==> config.mk <==
export PLATFORM = sky130hd
export DESIGN_NAME = dwc_cell
export DESIGN_NICKNAME = d
export VERILOG_FILES = /design/src/hw/rtl/dwc_pkg.sv /design/src/hw/rtl/dwc_cell.sv
export SDC_FILE = /design/constraint.sdc
export NUM_CORES = 1
export LEC_CHECK = 0
export BUFFER_PORTS_ARGS = -buffer_cell sky130_fd_sc_hd__buf_2
export CORE_MARGIN = 5
export CORE_UTILIZATION = 46
export CTS_CLUSTER_DIAMETER = 60
export CTS_CLUSTER_SIZE = 24
export DETAILED_ROUTE_END_ITERATION = 10
export GPL_ROUTABILITY_DRIVEN = 1
export PLACE_DENSITY = 0.83
export SLEW_MARGIN = 20
export SYNTH_ARGS = -nofsm -noshare
export SYNTH_HDL_FRONTEND = slang
export SYNTH_SLANG_ARGS = --single-unit
==> constraint.sdc <==
create_clock -name clk -period 5.35 [get_ports clk]
set_input_delay 0.535 -clock clk [delete_from_list [all_inputs] [get_ports clk]]
set_output_delay 0.535 -clock clk [all_outputs]
set_load 0.02 [all_outputs]
==> src/hw/rtl/dwc_pkg.sv <==
`default_nettype none

package dwc_pkg;

    localparam int TABLE_DEPTH  = 32;
    localparam int MAX_CHARS    = 8;
    localparam int RESULT_LIMIT = 32;

    localparam int CHAR_W = 8;
    localparam int KEY_W  = 64;
    localparam int CNT_W  = 16;
    localparam int USED_W = $clog2(TABLE_DEPTH + 1);
    localparam int IDX_W  = $clog2(MAX_CHARS + 1);
    localparam int LIM_W  = $clog2(RESULT_LIMIT + 1);

    localparam logic [CHAR_W-1:0] SPACE_CHAR = 8'h20;

    typedef enum logic [1:0] {
        KIND_DUP   = 2'd0,
        KIND_NONE  = 2'd1,
        KIND_SPACE = 2'd2,
        KIND_LONG  = 2'd3
    } kind_t;

    // broadcast controls for the row of table cells
    typedef struct packed {
        logic shift;   // every cell takes its upper neighbor
        logic update;  // matching cell bumps its count
        logic append;  // selected cell loads the key with count 1
    } cell_ctl_t;

endpackage

`default_nettype wire

==> src/hw/rtl/dwc_cell.sv <==
`default_nettype none

module dwc_cell (
    input  logic                       clk,
    input  dwc_pkg::cell_ctl_t         ctl,
    input  logic                       sel,
    input  logic                       in_use,
    input  logic [dwc_pkg::KEY_W-1:0]  key,
    input  logic [dwc_pkg::KEY_W-1:0]  nb_word,
    input  logic [dwc_pkg::CNT_W-1:0]  nb_cnt,
    output logic [dwc_pkg::KEY_W-1:0]  word,
    output logic [dwc_pkg::CNT_W-1:0]  cnt,
    output logic                       match
);
    import dwc_pkg::*;

    logic [KEY_W-1:0] word_reg;
    logic [KEY_W-1:0] word_next;
    logic [CNT_W-1:0] cnt_reg;
    logic [CNT_W-1:0] cnt_next;

    assign match = in_use && (word_reg == key);
    assign word  = word_reg;
    assign cnt   = cnt_reg;

    always_comb
    begin
        word_next = word_reg;
        cnt_next  = cnt_reg;
        if (ctl.shift)
        begin
            word_next = nb_word;
            cnt_next  = nb_cnt;
        end
        else if (ctl.append && sel)
        begin
            word_next = key;
            cnt_next  = CNT_W'(1);
        end
        else if (ctl.update && match && (cnt_reg != {CNT_W{1'b1}}))
        begin
            cnt_next = cnt_reg + CNT_W'(1);
        end
    end

    always_ff @(posedge clk)
    begin
        word_reg <= word_next;
        cnt_reg  <= cnt_next;
    end

endmodule

`default_nettype wire

==> results of run 1 <==
==> cell usage after synthesis (4+ instances only) <==
cell type and count:
nor2b_1 9, buf_2 4, xnor2_1 45, nor4_1 4, o21ai_0 23, a22o_1 4, nand4_1 14, edfxtp_1 80
inv_1 18, o22ai_1 4, mux2_2 52, nor2_1 4, clkbuf_1 6, nand2_1 28, nand3_1 7, xor2_1 14
==> power groups by stage <==
stage | clock (mW) | combinational [mW] | sequential, mW
after floorplan | 0 | 0.148 | 0.927
after global placement | 0 | 0.396 | 0.842
after detailed placement | 0 | 0.406 | 0.845
after CTS | 0.393 | 0.407 | 0.831
after global routing | 0.421 | 0.434 | 0.841
final | 0.383 | 0.403 | 0.831
==> per-layer routing <==
layer | part of all wire [%] | GRT usage (%)
met1 | 38 | 23.54
met2 | 52 | 37.35
met3 | 7.3 | 4.636
met4 | 2.6 | 8.676
met5 | 0 | 0
==> critical path: stages (launching register included) <==
cell,delay (ns)
edfxtp_1,0.40
nor2b_1,0.14
a2111oi_0,0.43
nand4_1,0.15
nor4_1,0.37
and4b_1,0.27
buf_2,0.18
==> through the flow <==
stage	hold WS [ns]	instance area [sq um]	setup slack (ns)	utilization (%)	total power, mW
after CTS	0.4569	5799	2.524	62.76	1.632
final	0.4737	5799	2.544	62.76	1.617
after global routing	0.4565	5799	2.381	62.76	1.696
after global placement	0.6712	5637	2.662	61.00	1.238
after floorplan	0.7262	4345	2.068	-	1.075
after detailed placement	0.6780	5637	2.640	61.00	1.251
==> worst max-delay path by stage <==
stage | to | slack [ns] | depth (start not counted)
final | match | 2.54 | 6
after global routing | match | 2.38 | 6
after CTS | match | 2.52 | 6
after detailed placement | match | 2.64 | 7
after global placement | match | 2.66 | 7
after floorplan | cnt[10] | 2.07 | 4
==> cells by family after synthesis <==
family	Yosys count
flip-flops	80
adder cells (fa/ha/maj)	1
buffers and inverters	30
AO/OA/AOI/OAI	47
multiplexers	52
AND/OR/NAND/NOR	77
XOR/XNOR	59
==> area by class of cell <==
cell class | count | share of cell area (%)
multi-input cells | 236 | 31.48
clock buffers | 9 | 2.136
repair buffers | 233 | 20.28
well taps | 129 | 2.783
clock inverters | 7 | 0.6688
inverters | 19 | 1.230
flip-flops and latches | 80 | 41.42
==> flow_summary.ini, run 1 <==
[outcome]
outcome = finished clean

[synthesis]
netlist_top_cells_area = edfxtp_1 (55%), mux2_2 (13%), xnor2_1 (9.1%)
synth_fa_ha_area_share_pct = 0.2879
yosysUniqueCellTypes = 36
synthSimpleGateAreaFrac_pct = 9.473
syn-num-nets = 497
syn_area_per_cell_sq_um = 12.56
ys_ff_latch = 80
yosysTopAreaCellShare_pct = 55.28
synth_top_flop_cell = edfxtp_1
synth_edf_count = 80
synth-seq-area-share_pct = 55.28
synth_xor_area_share_pct = 11.89
synth-compound-area-share_pct = 6.882
netlist_instances = 346
synth_top_family_by_area = multiplexers
synth_area_sq_mm = 0.004345
synth_mux_area_share_pct = 13.48
synth_top_cell_by_area = edfxtp_1
yosysWarnings = 0
async_flop_share_pct = 0

[clock_network]
clock-sinks = 80
insertion_delay_ns = 0.34
path_clk_slew_ns = 0.09
cts_hold_buffers = 0
cts_max_path_buffers = 2
numCtsBuffers = 9
clock-root-buffer = clkbuf_8
htree_levels = 3
post_cts_resized = 0
cts_setup_buffers = 0
cts_tree = built

[hold_path]
min_to = word[51]
hold_path_class = in -> reg
whs_path_depth = 3
hold_path_startpoint = nb_word[51]

[place]
dp_cells = 697
place_hpwl_microns = 9745
gp_congestion = 0.8541
io_buffer_count = 230

[route]
via_per_inst = 5.175
first_pass_iters = 5
drt_iter0_drc = 180
wl_microns = 12310
num_vias = 3690
wl_per_cell_microns = 17.26
route.detailed.drc = 0
ant_nets = 0

[die]
ios = 231
rows = 35
die_w_microns = 107.2
die_area_sq_mm = 0.01149
die_y_microns = 107.2
initial_core_util_pct = 47.03
coreArea_sq_mm = 0.009240

[timing]
fmax_ghz = 0.3564
finalSetupViolations = 0
slew_violations = 0
min_period_ns = 2.806
hold_viol_final = 0
min_period_over_period_pct = 52.45
rsz0062_at_grt = false
fin_skew_ns = 0.01222
worst-slew-pin-transition_ns = 1.049
relSlewSlack_pct = 29.93
setup_tns_ns = 0

[final_layout]
layout.nets = 730
seqCellArea_sq_mm = 0.002402
multi_input_area_sq_mm = 0.001826
final_common_cell = buf_2
drive_gt1_share_pct = 51.71
layout_common_cells = buf_2 (229), edfxtp_1 (80), mux2_2 (52)
n_antenna_cell = 0
nFillCells = 784
area_growth_pct = 33.46
largest_reg_flops = 64
layout.cells.non_filler = 713

[setup_path]
rr_startpoint = word[63]
critPathLaunchType = register
arrival_ns = 2.27
r2r-end = cnt[14]
required_ns = 4.82
cp_max_fo = 3
reg2reg_slack_ns = 3.00
cp-end-kind = output pin
r2r_cells = 7
path_class = reg -> out
startpoint = word[63]

[power_and_ir_drop]
seq_power_share_pct = 51.4
peakVddDrop_v = 0.0001454
swShare_pct = 30.98
power.density_mw_per_mm2 = 278.9
internal_power_mw = 1.116
switching_power_mw = 0.5010
power_frac_comb_pct = 24.9
p_leak_nw = 2.460
clkPwrFrac_pct = 23.7

[global_route]
track_usage_pct = 20.75
grt_max_degree = 93
grt-ovfl-total = 0
antenna_found_initial = 0
grt_pass1_vias = 3923
grt_pass1_wl_microns = 18720

[job]
maxCapViolCount = 0
(Power assumes the default switching activity.)
==> run 2, diff against run 1 <==
clock period = 2.9 ns   (was 5.35 ns; I/O delays follow)
==> flow_summary.ini, run 2 (same netlist as run 1, synthesis figures left out) <==
[outcome]
outcome = finished clean

[timing]
fin_skew_ns = 0.01112
min_period_ns = 2.698
hold_viol_final = 0
worst-slew-pin-transition_ns = 0.5740
setup_tns_ns = 0
relSlewSlack_pct = 60.75
min_period_over_period_pct = 93.02
slew_violations = 0
finalSetupViolations = 0
fmax_ghz = 0.3707
rsz0062_at_grt = false

[setup_path]
critPathLaunchType = register
path_class = reg -> out
cp-end-kind = output pin
cp_max_fo = 3
required_ns = 2.61
arrival_ns = 2.41

[power_and_ir_drop]
p_leak_nw = 2.487
peakVddDrop_v = 0.0002772
power.density_mw_per_mm2 = 525.5

[hold_path]
hold_path_class = in -> reg

[final_layout]
final_common_cell = buf_2
drive_gt1_share_pct = 51.79
nFillCells = 752
area_growth_pct = 34.49
largest_reg_flops = 64
fin_area_sq_mm = 0.005844
layout_common_cells = buf_2 (229), edfxtp_1 (80), mux2_2 (52)
layout.cells.non_filler = 715
layout.nets = 732

[place]
gp_congestion = 0.9361
place_hpwl_microns = 10390
io_buffer_count = 230
dp_cells = 699
dpl_cell_area_sq_mm = 0.005664

[clock_network]
htree_levels = 3
insertion_delay_ns = 0.34
clock-root-buffer = clkbuf_8
cts_hold_buffers = 0
numCtsBuffers = 9
cts_max_path_buffers = 2
path_clk_slew_ns = 0.09
cts_tree = built
cts_setup_buffers = 0
clock-sinks = 80
post_cts_resized = 0

[route]
route.detailed.drc = 0
num_vias = 3678
wl_per_cell_microns = 18.10
ant_nets = 0
via_per_inst = 5.144
drt_iter0_drc = 179
wl_microns = 12940
first_pass_iters = 4

[global_route]
grt-ovfl-total = 0
antenna_found_initial = 0
grt_max_degree = 49
grt_pass1_vias = 3819
track_usage_pct = 21.90
grt_pass1_wl_microns = 19380

[die]
die_area_sq_mm = 0.01149
ios = 231
die_w_microns = 107.2
coreArea_sq_mm = 0.009240
die_y_microns = 107.2
initial_core_util_pct = 47.03
rows = 35

[job]
maxCapViolCount = 0
[run 2: stage by stage]
stage / hold slack (ns) / utilization [%] / total power, mW / worst slack, ns
2_1_floorplan: 0.4812 / - / 1.982 / 0.2302
3_3_place_gp: 0.5720 / 61.30 / 2.294 / 0.6945
3_5_place_dp: 0.5733 / 61.30 / 2.316 / 0.4716
4_1_cts: 0.2108 / 63.22 / 3.100 / 0.2348
5_1_grt: 0.2221 / 63.22 / 3.217 / 0.1137
6_report: 0.2317 / 63.25 / 3.071 / 0.2024
[run 2: worst paths after layout]
check | from | to | slack, ns | depth (start not counted)
hold / removal | nb_cnt[12] | cnt[12] | 0.23 | 3
hold reg to reg | cnt[0] | cnt[0] | 0.69 | 1
setup reg to reg | word[53] | cnt[3] | 0.41 | 7
setup / recovery | word[53] | match | 0.20 | 6
[run 2: cell type report]
type                            instances  area, sq um  area share (%)
Timing Repair Buffer                  235         1204           20.60
Clock buffer                           11        131.4           2.248
Multi-Input combinational cell        236         1826           31.24
Tap cell                              129        161.4           2.762
Antenna cell                            1        2.502         0.04282
Inverter                               19        71.32           1.220
Sequential cell                        80         2402           41.10
Clock inverter                          4        46.29          0.7921
[run 2: critical path: stages (launching register included)]
cell and delay (ns):
edfxtp_1 0.43, nor2b_1 0.17, a2111oi_0 0.50, nand4_1 0.15, nor4_1 0.34, and4b_1 0.29, buf_2 0.18
[run 2: per-layer routing]
layer / GRT usage (%) / share of wire [%] / vias to the layer above
met5: 0 / 0 / -
met4: 8.311 / 2.3 / 0
met3: 5.057 / 7.2 / 23
met2: 39.14 / 52 / 165
met1: 25.37 / 38 / 1737
li1: - / - / 1753
[run 2: power by group]
group	total, mW	leakage [nW]	internal, mW	switching [mW]
registers	1.53	0.804	1.43	0.102
logic	0.754	1.60	0.330	0.424
clock network	0.784	0.0868	0.390	0.394
total	3.07	2.49	2.15	0.920
==> run 3, diff against run 2 <==
CTS_BUF_LIST = sky130_fd_sc_hd__clkbuf_2   (was unset)
MAX_ROUTING_LAYER = met4   (was unset)
==> flow_summary.ini, run 3 (same netlist as run 1, synthesis figures left out) <==
[global_route]
grt-ovfl-total = 0
grt_pass1_wl_microns = 19240
grt_pass1_vias = 3805
track_usage_pct = 22.35
antenna_found_initial = 0
grt_max_degree = 49

[route]
route.detailed.drc = 0
wl_per_cell_microns = 18.15
first_pass_iters = 4
wl_microns = 13010
drt_iter0_drc = 220
num_vias = 3703
via_per_inst = 5.165
ant_nets = 0

[timing]
hold_viol_final = 0
relSlewSlack_pct = 60.98
final.setup.worst_slack_ns = 0.1999
setup_tns_ns = 0
finalSetupViolations = 0
slew_violations = 0
min_period_over_period_pct = 93.11
fin_hold_ws_ns = 0.06348
fin_skew_ns = 0.03147
min_period_ns = 2.700
rsz0062_at_grt = false
fmax_ghz = 0.3704
worst-slew-pin-transition_ns = 0.5853

[setup_path]
path_class = reg -> out
critPathLaunchType = register
reg2reg_slack_ns = 0.56
arrival_ns = 2.41
r2r_cells = 7
required_ns = 2.61
cp-end-kind = output pin
rr_startpoint = word[53]
cp_max_fo = 3
r2r-end = cnt[3]

[final_layout]
drive_gt1_share_pct = 52.30
final_common_cell = buf_2
largest_reg_flops = 64
layout_common_cells = buf_2 (228), edfxtp_1 (80), mux2_2 (52)
nFillCells = 760
layout.cells.non_filler = 717
area_growth_pct = 33.57
layout.nets = 734

[job]
maxCapViolCount = 0

[clock_network]
numCtsBuffers = 9
clock-root-buffer = clkbuf_2
path_clk_slew_ns = 0.23
cts_max_path_buffers = 2
cts_setup_buffers = 0
clock-sinks = 80
insertion_delay_ns = 0.50
cts_tree = built
htree_levels = 3

[place]
dp_slack_ns = 0.4716
dp_cells = 699
place_hpwl_microns = 10390
io_buffer_count = 230
gp_congestion = 0.9529

[hold_path]
whs_path_depth = 3
min_to = cnt[8]
hold_path_startpoint = nb_cnt[8]
hold_path_class = in -> reg

[die]
die_y_microns = 107.2
die_area_sq_mm = 0.01149
coreArea_sq_mm = 0.009240
rows = 35
ios = 231
die_w_microns = 107.2
initial_core_util_pct = 47.03

[power_and_ir_drop]
p_leak_nw = 2.476
power.density_mw_per_mm2 = 494.5
peakVddDrop_v = 0.0002933

[outcome]
outcome = finished clean
-- run 3: cell types whose count changed in the layout (fill, tap and decap cells not counted) --
cell           change
a2111oi_1          +1
clkbuf_2          +11
buf_2              -1
clkbuf_8           -9
clkbuf_1           -2
a2111oi_2          +1
nor4_2             +1
a2111oi_0          -2
nor4_1             -1
buf_4              +1
dlygate4sd3_1      +2
-- run 3: what timing repair did --
item,4_1_cts,5_1_grt
hold endpoints to repair,0,2
endpoints found under the setup margin,0,1
gates resized for setup,0,5
hold buffers,0,2
-- run 3: where the power goes --
group / leakage, nW / switching (mW) / internal, mW / total [mW]
logic: 1.61 / 0.427 / 0.333 / 0.761
registers: 0.804 / 0.102 / 1.43 / 1.53
clock network: 0.0655 / 0.379 / 0.198 / 0.577
-- run 3: cell type report --
| cell class | instances | area [sq um] | area share, % |
|---|---|---|---|
| repair buffers | 237 | 1226 | 21.13 |
| multi-input cells | 236 | 1839 | 31.69 |
| flip-flops and latches | 80 | 2402 | 41.39 |
| inverters | 19 | 71.32 | 1.229 |
| diodes | 1 | 2.502 | 0.04311 |
| clock inverters | 4 | 46.29 | 0.7976 |
| clock buffers | 11 | 55.05 | 0.9485 |
| well taps | 129 | 161.4 | 2.781 |
-- run 3: worst max-delay path: stages, from the launching register on --
cell and delay (ns):
edfxtp_1 0.47, nor2b_1 0.17, a2111oi_1 0.43, nand4_1 0.17, nor4_2 0.24, and4b_1 0.27
buf_4 0.15
-- run 3: worst max-delay path by stage --
stage | start | endpoint | slack (ns) | cells after the start
3_5_place_dp | key[25] | cnt[3] | 0.47 | 8
3_3_place_gp | key[63] | cnt[0] | 0.69 | 8
6_report | word[53] | match | 0.20 | 6
5_1_grt | word[20] | match | 0.03 | 6
4_1_cts | word[53] | match | 0.002 | 6
2_1_floorplan | cnt[0] | cnt[0] | 0.23 | 7
-- run 3: metal layers --
metal / up-vias / track usage (%) / share of wire [%]
met5: - / - / 0
met4: 0 / 7.397 / 2.7
met3: 25 / 4.515 / 7.1
met2: 178 / 38.87 / 52
met1: 1742 / 25.88 / 38
li1: 1758 / - / -
-- run 3: through the flow --
step | total power, mW | utilization [%] | instance area, sq um
detailed placement | 2.316 | 61.30 | 5664
finish | 2.870 | 62.82 | 5804
global route | 3.014 | 62.79 | 5802
CTS | 2.886 | 62.40 | 5766
floorplan | 1.982 | - | 4347
global placement | 2.294 | 61.30 | 5664
